--- config.mk ---
export PLATFORM = sky130hd
export DESIGN_NAME = cnef_res_queue_flat
export DESIGN_NICKNAME = d
export VERILOG_FILES = /design/src/hdl/assert_macros.svh /design/src/hdl/cnef_pkg.sv /design/src/hdl/cnef_if.sv /design/src/hdl/cnef_res_queue.sv /design/src/flat_wrapper.sv
export SDC_FILE = /design/constraint.sdc
export NUM_CORES = 1
export LEC_CHECK = 0
export BUFFER_PORTS_ARGS = -buffer_cell sky130_fd_sc_hd__buf_4
export CAP_MARGIN = 10
export CORE_ASPECT_RATIO = 1.1
export CORE_UTILIZATION = 35
export DETAILED_ROUTE_END_ITERATION = 6
export PLACE_DENSITY_LB_ADDON = 0.15
export SLEW_MARGIN = 30
export SYNTH_ARGS = -nofsm -noshare
export SYNTH_HDL_FRONTEND = slang
export SYNTH_SLANG_ARGS = --single-unit
--- constraint.sdc ---
create_clock -name clk_i -period 4.2 [get_ports clk_i]
set_input_delay 0.84 -clock clk_i [delete_from_list [all_inputs] [get_ports clk_i]]
set_output_delay 0.84 -clock clk_i [all_outputs]
set_load 0.05 [all_outputs]
--- src/hdl/assert_macros.svh ---
// Assertion macros used by the edge filter top level.
`ifndef ASSERT_MACROS_SVH
`define ASSERT_MACROS_SVH

// Same-cycle implication, disabled during reset.
`define ASSERT_IMPLIES(label, clk, rst_n, ante, cons, msg) \
  label: assert property (@(posedge clk) disable iff (!(rst_n)) (ante) |-> (cons)) \
    else $error(msg);

// Next-cycle implication, disabled during reset.
`define ASSERT_NEXT(label, clk, rst_n, ante, cons, msg) \
  label: assert property (@(posedge clk) disable iff (!(rst_n)) (ante) |=> (cons)) \
    else $error(msg);

`endif

--- src/hdl/cnef_pkg.sv ---
// Shared constants and types of the cross-neighbour edge filter.
package cnef_pkg;

  localparam int unsigned WIDTH_REG_W  = 13;
  localparam int unsigned HEIGHT_REG_W = 16;
  localparam int unsigned CFG_DATA_W   = 16;
  localparam int unsigned CFG_IDX_W    = 2;
  localparam int unsigned EDGE_W       = 16;
  localparam int unsigned OUT_COL_W    = 12;
  localparam int unsigned ROW_W        = 16;
  localparam int unsigned QUEUE_DEPTH  = 4;
  localparam int unsigned QUEUE_LVL_W  = $clog2(QUEUE_DEPTH + 1);

  localparam logic [CFG_IDX_W-1:0] REG_IMAGE_WIDTH  = 2'd0;
  localparam logic [CFG_IDX_W-1:0] REG_IMAGE_HEIGHT = 2'd1;
  localparam logic [CFG_IDX_W-1:0] REG_PIXEL_SIGNED = 2'd2;

  localparam logic [WIDTH_REG_W-1:0]  WIDTH_RESET  = 13'd4096;
  localparam logic [HEIGHT_REG_W-1:0] HEIGHT_RESET = 16'd4096;

  typedef struct packed {
    logic [EDGE_W-1:0]    edge_value;
    logic [OUT_COL_W-1:0] col;
    logic [ROW_W-1:0]     row;
    logic                 has_up;
    logic                 last_row;
    logic                 last_col;
  } cnef_rec_t;

endpackage

--- src/hdl/cnef_if.sv ---


interface cnef_res_if;
  import cnef_pkg::*;

  logic                 valid;
  logic                 ready;
  logic [EDGE_W-1:0]    edge_value;
  logic [OUT_COL_W-1:0] out_col;
  logic [ROW_W-1:0]     out_row;
  logic                 last_in_run;
  logic                 end_of_frame;

  modport source (output valid, output edge_value, output out_col, output out_row,
                  output last_in_run, output end_of_frame, input ready);
  modport sink (input valid, input edge_value, input out_col, input out_row,
                input last_in_run, input end_of_frame, output ready);
endinterface

--- src/hdl/cnef_res_queue.sv ---
// Result record queue and output beat sequencer.
module cnef_res_queue (
  input  logic                              clk_i,
  input  logic                              rst_ni,
  input  logic                              push_i,
  input  cnef_pkg::cnef_rec_t               rec_i,
  output logic [cnef_pkg::QUEUE_LVL_W-1:0]  level_o,
  cnef_res_if.source                        res_o
);
  import cnef_pkg::*;

  localparam int unsigned PTR_W = $clog2(QUEUE_DEPTH);

  cnef_rec_t                store_q [QUEUE_DEPTH];
  logic [PTR_W-1:0]         wr_ptr_q;
  logic [PTR_W-1:0]         rd_ptr_q;
  logic [QUEUE_LVL_W-1:0]   level_q;
  logic                     beat_q;
  cnef_rec_t                head;
  logic                     two_beats;
  logic                     emit_up;
  logic                     take;
  logic                     pop;

  assign head      = store_q[rd_ptr_q];
  assign two_beats = head.has_up && head.last_row;
  assign emit_up   = head.has_up && !beat_q;
  assign take      = res_o.valid && res_o.ready;
  assign pop       = take && (beat_q || !two_beats);

  assign res_o.valid        = (level_q != '0);
  assign res_o.edge_value   = emit_up ? head.edge_value : '0;
  assign res_o.out_col      = head.col;
  assign res_o.out_row      = emit_up ? (head.row - ROW_W'(1)) : head.row;
  assign res_o.last_in_run  = emit_up ? !head.last_row : 1'b1;
  assign res_o.end_of_frame = emit_up ? 1'b0 : head.last_col;
  assign level_o            = level_q;

  always_ff @(posedge clk_i) begin
    if (push_i) begin
      store_q[wr_ptr_q] <= rec_i;
    end
  end

  always_ff @(posedge clk_i or negedge rst_ni) begin
    if (!rst_ni) begin
      wr_ptr_q <= '0;
      rd_ptr_q <= '0;
      level_q  <= '0;
      beat_q   <= 1'b0;
    end else begin
      if (push_i) begin
        wr_ptr_q <= wr_ptr_q + PTR_W'(1);
      end
      if (pop) begin
        rd_ptr_q <= rd_ptr_q + PTR_W'(1);
      end
      level_q <= level_q + QUEUE_LVL_W'(push_i) - QUEUE_LVL_W'(pop);
      if (take) begin
        beat_q <= two_beats && !beat_q;
      end
    end
  end

endmodule
--- src/flat_wrapper.sv ---
// flat-port wrapper written by rule: the top's interface ports become plain ports
module cnef_res_queue_flat import cnef_pkg::*;
  (clk_i, rst_ni, push_i, rec_i, level_o, res_o_valid, res_o_edge_value, res_o_out_col, res_o_out_row, res_o_last_in_run, res_o_end_of_frame, res_o_ready);
  cnef_res_if res_o_i ();
  input  logic clk_i;
  input  logic rst_ni;
  input  logic push_i;
  input  cnef_pkg::cnef_rec_t rec_i;
  output logic [cnef_pkg::QUEUE_LVL_W-1:0] level_o;
  output wire logic [$bits(res_o_i.valid)-1:0] res_o_valid;
  output wire logic [$bits(res_o_i.edge_value)-1:0] res_o_edge_value;
  output wire logic [$bits(res_o_i.out_col)-1:0] res_o_out_col;
  output wire logic [$bits(res_o_i.out_row)-1:0] res_o_out_row;
  output wire logic [$bits(res_o_i.last_in_run)-1:0] res_o_last_in_run;
  output wire logic [$bits(res_o_i.end_of_frame)-1:0] res_o_end_of_frame;
  input wire logic [$bits(res_o_i.ready)-1:0] res_o_ready;
  assign res_o_valid = res_o_i.valid;
  assign res_o_edge_value = res_o_i.edge_value;
  assign res_o_out_col = res_o_i.out_col;
  assign res_o_out_row = res_o_i.out_row;
  assign res_o_last_in_run = res_o_i.last_in_run;
  assign res_o_end_of_frame = res_o_i.end_of_frame;
  assign res_o_i.ready = res_o_ready;
  cnef_res_queue u_core (.clk_i(clk_i), .rst_ni(rst_ni), .push_i(push_i), .rec_i(rec_i), .level_o(level_o), .res_o(res_o_i));
endmodule
Word-level counts from Yosys, hierarchy flattened:

Memories as Yosys holds them, arrays and structs flattened.
Index checks and enable logic that the tools add are counted.

* add/subtract/negate cells: 5
* muxes and demuxes: 6
* reduce and logical (&&, ||, !) cells: 10

Operators with widths (count)
* 16-bit two-way mux: 2
* 16-bit by 1-bit subtractor with 16-bit output (second input constant): 1
* 1-bit logical AND: 5
* 2-bit by 1-bit adder with 2-bit output (second input constant): 2
* 1-bit two-way mux: 4
* 3-bit by 1-bit adder with 3-bit output: 1
* 1-bit logical NOT: 3
* 3-bit nonzero test: 1
* 3-bit by 1-bit subtractor with 3-bit output: 1
* 1-bit logical OR: 1

* register bits after elaboration: 8
* bits in writable memories: 188
* input bits: 51
* output and inout bits: 50
* memories: 1

Memory list
* u_core.store_q: depth 4, bits a word 47, rd ports 1, clocked after memory_dff 0, wr ports 1, RTL line cnef_res_queue.sv:14 `cnef_rec_t store_q [QUEUE_DEPTH];`

Logic depth before layout (Yosys ltp):

Gate-level depths: netlist (run 1).
An unclocked memory read counts as a cell.

* depth in word-level cells: 6
* depth in mapped cells: 13

Least setup slack after synthesis (run 1):

No wires, ideal clock.

* path type: register to output
* start: reg u_core.rd_ptr_q[0]
* end: out res_o_out_row[8]
* data arrival time: 2896 ps
* required time: 3360 ps
* path slack: 464 ps
* stages on the path, launching flop included: 11
* path buffers: 3
* cells stage by stage: dfrtp_1 -> buf_6 -> buf_12 -> mux4_1 -> inv_1 -> ha_1 -> inv_1 -> or3_1 -> clkbuf_1 -> nand3b_1 -> xnor2_1

* cells in the longest elaborated chain, start to end: 3

Ends and longest elaborated chain
* start: declaration: RTL line cnef_res_queue.sv:16 `logic [PTR_W-1:0] rd_ptr_q;`
* start signal: assignment: RTL line cnef_res_queue.sv:56 `rd_ptr_q <= rd_ptr_q + PTR_W'(1);`
* memory read 4 x 47 bit *
* 16-bit by 1-bit subtractor with 16-bit output or 1-bit logical AND (tied branches): RTL line cnef_res_queue.sv:34, cnef_res_queue.sv:27
* 16-bit two-way mux *: RTL line cnef_res_queue.sv:34 `assign res_o.out_row = emit_up ? (head.row - ROW_W'(1)) : head.row;`
* end: declaration: RTL line flat_wrapper.sv:13 `output wire logic [$bits(res_o_i.out_row)-1:0] res_o_out_row;`

Every way passes the cells marked *; elsewhere a longest branch is shown, timed or not.

Worst setup path in the final report (run 1):

* start: reg u_core.rd_ptr_q[0]
* end: out res_o_out_row[15]

The elaborated chain is that of the path after synthesis.

==> results of run 1 <==
[power breakdown]
part	switching, mW	leakage (nW)	internal [mW]
Combinational	2.09	1.21	1.17
Clock	0.705	0.257	0.763
Sequential	0.158	1.82	2.57
[logic make-up after synthesis]
family | share of synthesized area (%)
flip-flops | 76.17
AND/OR/NAND/NOR | 4.076
multiplexers | 14.13
buffers and inverters | 1.565
XOR/XNOR | 2.168
adder cells (fa/ha/maj) | 1.402
AO/OA/AOI/OAI | 0.4890
[per-layer routing]
metal / global-route usage (%) / share of wire, %
met1: 16.36 / 41
met2: 25.95 / 52
met3: 5.081 / 6.0
met4: 4.147 / 1.0
met5: 0 / 0
[synth_stat cells, types with 3 or more instances]
| cell | instances | share of area, % |
|---|---|---|
| edfxtp_1 | 188 | 74 |
| o21ai_0 | 3 | 0.20 |
| nand2_1 | 5 | 0.24 |
| clkbuf_1 | 6 | 0.29 |
| dfrtp_1 | 8 | 2.6 |
| inv_1 | 10 | 0.49 |
| nor2b_1 | 17 | 1.4 |
| nor4_1 | 4 | 0.33 |
| mux4_1 | 7 | 2.4 |
| and2_1 | 5 | 0.41 |
| xor2_1 | 12 | 1.4 |
| mux4_2 | 39 | 11 |
| nor3_1 | 3 | 0.20 |
| nor2_1 | 7 | 0.34 |
| ha_1 | 7 | 1.1 |
| xnor2_1 | 7 | 0.80 |
| buf_1 | 5 | 0.24 |
[final cells by class]
cell class	count	area, um2
fill	1953	12050
multi-input combinational	132	1719
tap	290	362.8
timing repair buffer	118	885.9
clock inverter	14	101.3
inverter	10	37.54
sequential	196	5853
clock buffer	18	429.2
[worst max-delay path: stages, from the launching register on]
cell,delay [ps]
dfrtp_4,560
mux4_1,670
or3_4,430
or3_4,360
nor4_4,280
xor2_1,170
buf_4,210
[path summary, 6_finish.rpt]
check	endpoint	slack (ps)	depth (start not counted)	from
worst max-delay path	res_o_out_row[15]	250	6	u_core.rd_ptr_q[0]$_DFFE_PN0P_
worst min-delay path	u_core.level_o[0]$_DFF_PN0_	220	1	rst_ni
worst max register to register	u_core.level_o[2]$_DFF_PN0_	1150	11	u_core.rd_ptr_q[0]$_DFFE_PN0P_
worst min register to register	u_core.level_o[2]$_DFF_PN0_	490	1	u_core.level_o[2]$_DFF_PN0_
max in group asynchronous	u_core.rd_ptr_q[0]$_DFFE_PN0P_	3830	1	rst_ni
min in group clk_i	u_core.level_o[2]$_DFF_PN0_	490	1	u_core.level_o[2]$_DFF_PN0_
[flip-flops by register name, summed over array words and instances, names as in the netlist]
signal,cells
u_core.rd_ptr_q,2
u_core.wr_ptr_q,2
u_core.store_q,188
u_core.beat_q,1
u_core.level_o,3
[repair_timing]
action                                  in CTS  in global routing
endpoints found under the setup margin       0                  4
gates resized for setup                      0                  1
buffers inserted                             0                  6
==> results.json, run 1 <==
{
  "antenna_cells": 0,
  "io_pins": 101,
  "routed_wl_mm": 15.10,
  "holdBufCountCts": 0,
  "io_buffers": 100,
  "crit_type": "flip-flop to output pin",
  "core-area_um2": 21440,
  "wl_per_cell_um": 19.41,
  "grt_first_pass_wirelength_mm": 23.07,
  "fin_crit_ps": 3953,
  "synth_area_um2": 7675,
  "synth_cells": 353,
  "yosysSeqAreaShare_pct": 76.17,
  "cts_tree": "done",
  "power_density_nw_per_um2": 794.3,
  "max-clock-path-buffers": 2,
  "p_leak_nw": 3.283,
  "worst_pin_slew_ps": 601.7,
  "placed_cells": 740,
  "grt_max_degree": 29,
  "root_buffer": "clkbuf_16",
  "start_kind": "flip-flop",
  "insertion_delay_ps": 420,
  "cp.required_ps": 3360,
  "dp_hpwl_mm": 9.655,
  "drv_cap": 0,
  "antenna_found_initial": 0,
  "final-max-slew-violation-count": 0,
  "worstPathArrival_ps": 3110,
  "setup_violations": 0,
  "rows": 56,
  "hold_violations": 0,
  "clk_pin_slew_ps": 70,
  "area_growth_pct": 22.33,
  "period_share_pct": 94.12,
  "drive_above_1_share_pct": 40.98,
  "die_y_um": 157.3,
  "slew_headroom_pct": 59.89,
  "drc": 0,
  "stdcell_area_um2": 9389,
  "fp.dieW_um": 143.2,
  "routed_via_density": 4.677,
  "place_congestion": 0.6776,
  "synthFlopType": "edfxtp_1",
  "power_mw": 7.458,
  "final_cell_mix": "edfxtp_1, buf_4, mux4_2",
  "grt-ovfl-total": 0,
  "synth_edf_count": 188,
  "grt_pass1_vias": 4040,
  "rsz0062_at_grt": "yes",
  "drt-initial-drc-count": 184,
  "pre_cts_ws_ps": 559.4,
  "async_flop_share_pct": 4.082,
  "avgSynthCellArea_um2": 21.74,
  "cts_sinks": 196,
  "firstDrtPassIters": 4,
  "layout_setup_ws_ps": 247.0,
  "whs_ps": 220.2,
  "finalNonFillerCells": 778,
  "irDropWorstVdd_mv": 0.3573,
  "worstSetupEndpointType": "output pin",
  "grtUsageTotal_pct": 14.56,
  "final_nets": 534,
  "syn_nets": 412,
  "final_common_cell": "edfxtp_1",
  "status": "finished clean",
  "die_area_um2": 22530,
  "ys_ff_latch": 196,
  "hold_class": "primary input to async pin",
  "final.setup_skew_ps": 6.980,
  "max_freq_mhz": 253.0,
  "worstPathMaxFanout": 15,
  "vias": 3639,
  "finalSetupTns_ps": 0,
  "synth_warnings": 0,
  "htree_num_levels": 4,
  "ant_nets": 0,
  "cts_buffers": 17,
  "initial_core_util_pct": 35.80,
  "synth_cell_types": 32,
  "dpl_cell_area_um2": 8811,
  "final_util_pct": 43.79
}
Power figures use the tool's default switching activity.
==> run 2: changes to the inputs <==
--- a/config.mk
+++ b/config.mk
@@ -7,6 +7,8 @@
 export LEC_CHECK = 0
 export BUFFER_PORTS_ARGS = -buffer_cell sky130_fd_sc_hd__buf_4
 export CAP_MARGIN = 10
+export CELL_PAD_IN_SITES_DETAIL_PLACEMENT = 0
+export CELL_PAD_IN_SITES_GLOBAL_PLACEMENT = 1
 export CORE_ASPECT_RATIO = 1.1
 export CORE_UTILIZATION = 35
 export DETAILED_ROUTE_END_ITERATION = 6
==> results.json, run 2 (synthesized netlist as in run 1, its figures left out) <==
{
  "status": "finished clean",
  "top_layer": "met4",
  "die_y_um": 157.3,
  "fill_cells": 1934,
  "wl_met3_um": 879,
  "internal_power_mw": 4.605,
  "grt_max_degree": 33,
  "crit_chain": "mux4_1, or4_1, nor4_1, xor2_1, buf_4",
  "p_leak_nw": 3.286,
  "wl_per_cell_um": 19.03,
  "clkPwrFrac_pct": 21.8,
  "regMostFlops": "u_core.store_q",
  "place_congestion": 0.7160,
  "irDropWorstVdd_mv": 0.4418,
  "drive_above_1_share_pct": 40.42,
  "worst_pin_slew_ps": 661.1,
  "initial_core_util_pct": 35.80,
  "finalSetupTns_ps": 0,
  "critical_path.max_stage_delay_ps": 700,
  "vias": 3630,
  "cts_tree": "done",
  "drt-initial-drc-count": 202,
  "cts_buffers": 17,
  "setup_violations": 0,
  "ant_nets": 0,
  "firstDrtPassIters": 4,
  "die_area_um2": 22530,
  "start_kind": "flip-flop",
  "worstPathMaxFanout": 15,
  "dpl_cell_area_um2": 8796,
  "antenna_found_initial": 0,
  "clk_pin_slew_ps": 70,
  "rsz0062_at_grt": "no",
  "hold_class": "primary input to async pin",
  "max_freq_mhz": 251.6,
  "htree_num_levels": 4,
  "max-clock-path-buffers": 2,
  "stdcell_area_um2": 9408,
  "final-max-slew-violation-count": 0,
  "wl_met1_mm": 6.201,
  "grt_pass1_vias": 3907,
  "io_pins": 101,
  "largest_reg_flops": 188,
  "grt_first_pass_wirelength_mm": 22.34,
  "pwr-share-comb_pct": 42.1,
  "seq_power_share_pct": 36.0,
  "final_cell_mix": "edfxtp_1, buf_4, mux4_2",
  "antenna_cells": 0,
  "rows": 56,
  "p_sw_share_pct": 39.20,
  "fin_crit_ps": 3974,
  "drv_cap": 0,
  "cts_sinks": 196,
  "final_nets": 526,
  "insertion_delay_ps": 430,
  "hold_violations": 0,
  "p_switching_mw": 2.969,
  "grt-ovfl-total": 0,
  "critPathSlowestCell": "or4_1",
  "dp_hpwl_mm": 9.381,
  "final.setup_skew_ps": 9.931,
  "final_common_cell": "edfxtp_1",
  "worstPathArrival_ps": 3130,
  "period_share_pct": 94.63,
  "root_buffer": "clkbuf_16",
  "power_density_nw_per_um2": 805.0,
  "core-area_um2": 21440,
  "slew_headroom_pct": 55.93,
  "cp.required_ps": 3360,
  "io_buffers": 100,
  "grtUsageTotal_pct": 14.08,
  "fp.dieW_um": 143.2,
  "area_growth_pct": 22.58,
  "drc": 0,
  "worstSetupEndpointType": "output pin",
  "wl_met2_mm": 7.402,
  "crit_type": "flip-flop to output pin",
  "routed_wl_mm": 14.66,
  "post_cts_buffers": 0,
  "routed_via_density": 4.714
}
## run 2: timing repair
item / CTS / global route
resized for setup: 0 / 1
hold buffers: 0 / 0
endpoints found under the setup margin: 0 / 3
## run 2: worst max-delay path: cells and delay by family (launching register included)
family / cells / cell delay, ps
multiplexers: 1 / 660
XOR/XNOR: 1 / 180
flip-flops: 1 / 610
buffers and inverters: 1 / 220
AND/OR/NAND/NOR: 2 / 1040
## run 2: final cells by class
cell class | instances | area [um2] | share of cell area (%)
tap | 290 | 362.8 | 3.857
timing repair buffer | 110 | 829.5 | 8.818
clock inverter | 15 | 182.7 | 1.942
sequential | 196 | 5851 | 62.19
inverter | 10 | 37.54 | 0.3990
multi-input combinational | 132 | 1719 | 18.27
clock buffer | 17 | 425.4 | 4.522
## run 2: per-layer routing
layer | vias to the layer above | global-route usage (%)
met4 | 0 | 5.069
met3 | 13 | 4.533
met2 | 86 | 23.11
li1 | 1650 | -
met1 | 1881 | 17.43
met5 | - | 0
## run 2: power by group through the flow
| stage | clock network [mW] | logic (mW) | registers (mW) |
|---|---|---|---|
| floorplan | 0 | 2.33 | 2.74 |
| global placement | 0 | 3.25 | 2.76 |
| detailed placement | 0 | 3.25 | 2.78 |
| CTS | 1.71 | 3.26 | 2.74 |
| global route | 1.77 | 3.40 | 2.78 |
| finish | 1.65 | 3.19 | 2.73 |
## run 2: path summary, 6_finish.rpt
kind | start | to | slack, ps | cells past startpoint
max | u_core.rd_ptr_q[0]$_DFFE_PN0P_ | res_o_out_row[13] | 230 | 5
min | rst_ni | u_core.rd_ptr_q[1]$_DFFE_PN0P_ | 230 | 1
max reg2reg | u_core.rd_ptr_q[0]$_DFFE_PN0P_ | u_core.level_o[2]$_DFF_PN0_ | 830 | 12
min reg2reg | u_core.level_o[2]$_DFF_PN0_ | u_core.level_o[2]$_DFF_PN0_ | 500 | 1
max in group asynchronous | rst_ni | u_core.rd_ptr_q[0]$_DFFE_PN0P_ | 3820 | 1
min in group clk_i | u_core.level_o[2]$_DFF_PN0_ | u_core.level_o[2]$_DFF_PN0_ | 500 | 1
## run 2: through the flow
step                      utilization, %  setup WS (ps)  total power [mW]  hold slack (ps)  std cells
after CTS                          43.86          103.7             7.704            202.6        770
after global routing               43.88          60.31             7.943            206.0        770
final                              43.88          225.6             7.574            226.0        770
after detailed placement           41.02          575.9             6.039            487.9        738
after floorplan                        -          463.9             5.072            485.5        353
after global placement             41.02          623.0             6.015            488.5        738
==> run 3: changes to the inputs <==
--- a/config.mk
+++ b/config.mk
@@ -9,7 +9,7 @@
 export CAP_MARGIN = 10
 export CELL_PAD_IN_SITES_DETAIL_PLACEMENT = 0
 export CELL_PAD_IN_SITES_GLOBAL_PLACEMENT = 1
-export CORE_ASPECT_RATIO = 1.1
+export CORE_ASPECT_RATIO = 0.75
 export CORE_UTILIZATION = 35
 export DETAILED_ROUTE_END_ITERATION = 6
 export PLACE_DENSITY_LB_ADDON = 0.15
==> results.json, run 3 (synthesized netlist as in run 1, its figures left out) <==
{
  "busiest_layer": "met2",
  "hold_class": "primary input to async pin",
  "wl_per_cell_um": 19.40,
  "cp_top_family": "simple AND/OR/NAND/NOR gates",
  "grt.met2_usage_pct": 22.27,
  "cts_sinks": 196,
  "use_met1_pct": 18.70,
  "cp.required_ps": 3360,
  "seq_power_share_pct": 34.6,
  "worstPathArrival_ps": 3140,
  "initial_core_util_pct": 36.04,
  "final_common_cell": "edfxtp_1",
  "critPathSlowestCell": "mux4_2",
  "drc": 0,
  "drt-initial-drc-count": 193,
  "clk_pin_slew_ps": 60,
  "grt_use_met3_pct": 5.682,
  "rows": 46,
  "antenna_found_initial": 1,
  "status": "finished clean",
  "fin_crit_ps": 3975,
  "crit_type": "flip-flop to output pin",
  "finalSetupTns_ps": 0,
  "firstDrtPassIters": 4,
  "grt_first_pass_wirelength_mm": 23.08,
  "p_sw_share_pct": 37.59,
  "final_cell_mix": "edfxtp_1, buf_4, mux4_2",
  "rsz0062_at_grt": "no",
  "power_density_nw_per_um2": 819.0,
  "drv_cap": 0,
  "critical_path.max_stage_delay_ps": 540,
  "drive_above_1_share_pct": 40.82,
  "clkPwrFrac_pct": 22.9,
  "insertion_delay_ps": 420,
  "slew_headroom_pct": 64.33,
  "cts_tree": "done",
  "cts_buffers": 17,
  "die_area_um2": 22530,
  "dp_hpwl_mm": 9.803,
  "ant_nets": 0,
  "final.setup_skew_ps": 6.829,
  "path_buf_inv": 2,
  "period_share_pct": 94.65,
  "worstSetupEndpointType": "output pin",
  "grt_max_degree": 33,
  "start_kind": "flip-flop",
  "core-area_um2": 21300,
  "p_leak_nw": 3.365,
  "io_pins": 101,
  "worstPathMaxFanout": 10,
  "final_util_pct": 44.82,
  "crit_chain": "buf_12, mux4_2, or3_4, or3_4, nor4_4, xor2_1, buf_4",
  "max_freq_mhz": 251.5,
  "grt_pass1_vias": 3953,
  "routed_wl_mm": 15.13,
  "p_switching_mw": 2.938,
  "max-clock-path-buffers": 2,
  "final-max-slew-violation-count": 0,
  "largest_reg_flops": 188,
  "regMostFlops": "u_core.store_q",
  "internal_power_mw": 4.879,
  "holdBufCountCts": 0,
  "final_nets": 536,
  "worst_pin_slew_ps": 535.1,
  "vias": 3679,
  "area_growth_pct": 24.37,
  "cp_common_cell": "or3_4",
  "die_y_um": 130.2,
  "io_buffers": 100,
  "irDropWorstVdd_mv": 0.3965,
  "place_congestion": 0.7142,
  "grt-ovfl-total": 0,
  "routed_via_density": 4.717,
  "root_buffer": "clkbuf_16",
  "htree_num_levels": 4,
  "pwr-share-comb_pct": 42.5,
  "fp.dieW_um": 173.0,
  "grtUsageTotal_pct": 14.31,
  "hold_violations": 0,
  "setup_violations": 0
}
## run 3: changes by cell type in the layout (fill, tap and decap cells not counted)
| cell | change |
|---|---|
| buf_12 | +1 |
| inv_6 | -2 |
| clkinv_1 | +2 |
| bufinv_16 | +4 |
| clkinvlp_4 | -2 |
| diode_2 | +2 |
| buf_4 | +10 |
| clkbuf_1 | +2 |
| inv_8 | -5 |
| buf_6 | -1 |
| clkinv_2 | +1 |
## run 3: worst paths after layout
path                                           startpoint  slack, ps  cells past startpoint                        endpoint
max                        u_core.rd_ptr_q[0]$_DFFE_PN0P_        220                      7               res_o_out_row[15]
min                                                rst_ni        230                      1  u_core.rd_ptr_q[0]$_DFFE_PN0P_
max reg2reg                u_core.rd_ptr_q[0]$_DFFE_PN0P_        860                     12     u_core.level_o[2]$_DFF_PN0_
min reg2reg                   u_core.level_o[2]$_DFF_PN0_        520                      1     u_core.level_o[2]$_DFF_PN0_
max in group asynchronous                          rst_ni       3830                      1  u_core.rd_ptr_q[0]$_DFFE_PN0P_
min in group clk_i            u_core.level_o[2]$_DFF_PN0_        520                      1     u_core.level_o[2]$_DFF_PN0_
## run 3: stage by stage
stage	instance area [um2]	power [mW]	setup WS (ps)	hold slack, ps	cells
finish	9545	7.818	224.5	230.6	780
global route	9540	8.203	75.22	205.3	778
CTS	9475	7.883	45.20	210.0	771
detailed placement	8816	6.070	518.4	515.6	739
global placement	8816	6.036	490.0	492.8	739
floorplan	7675	5.072	463.9	485.5	353
## run 3: repair_timing
item                       CTS  global route
gates resized for setup      0             0
setup endpoints to repair    0             3
setup buffers                0             7
hold endpoints to repair     0             0
## run 3: layout make-up
type | count | area, um2
timing repair buffer | 120 | 913.4
clock buffer | 19 | 432.9
sequential | 196 | 5851
antenna | 2 | 5.005
clock inverter | 13 | 226.5
fill | 1836 | 11750
tap | 288 | 360.3
multi-input combinational | 132 | 1719
inverter | 10 | 37.54
## run 3: layer usage
metal  up-vias  wire [um]
met5         -          0
li1       1673          -
met4         0        104
met1      1900       6964
met3         8       1133
met2        98       6927
## run 3: power groups by stage
stage	clock network [mW]	registers, mW	logic, mW
final	1.79	2.70	3.32
after global routing	1.91	2.74	3.55
after CTS	1.84	2.73	3.31
after detailed placement	0	2.77	3.30
after global placement	0	2.75	3.28
after floorplan	0	2.74	2.33
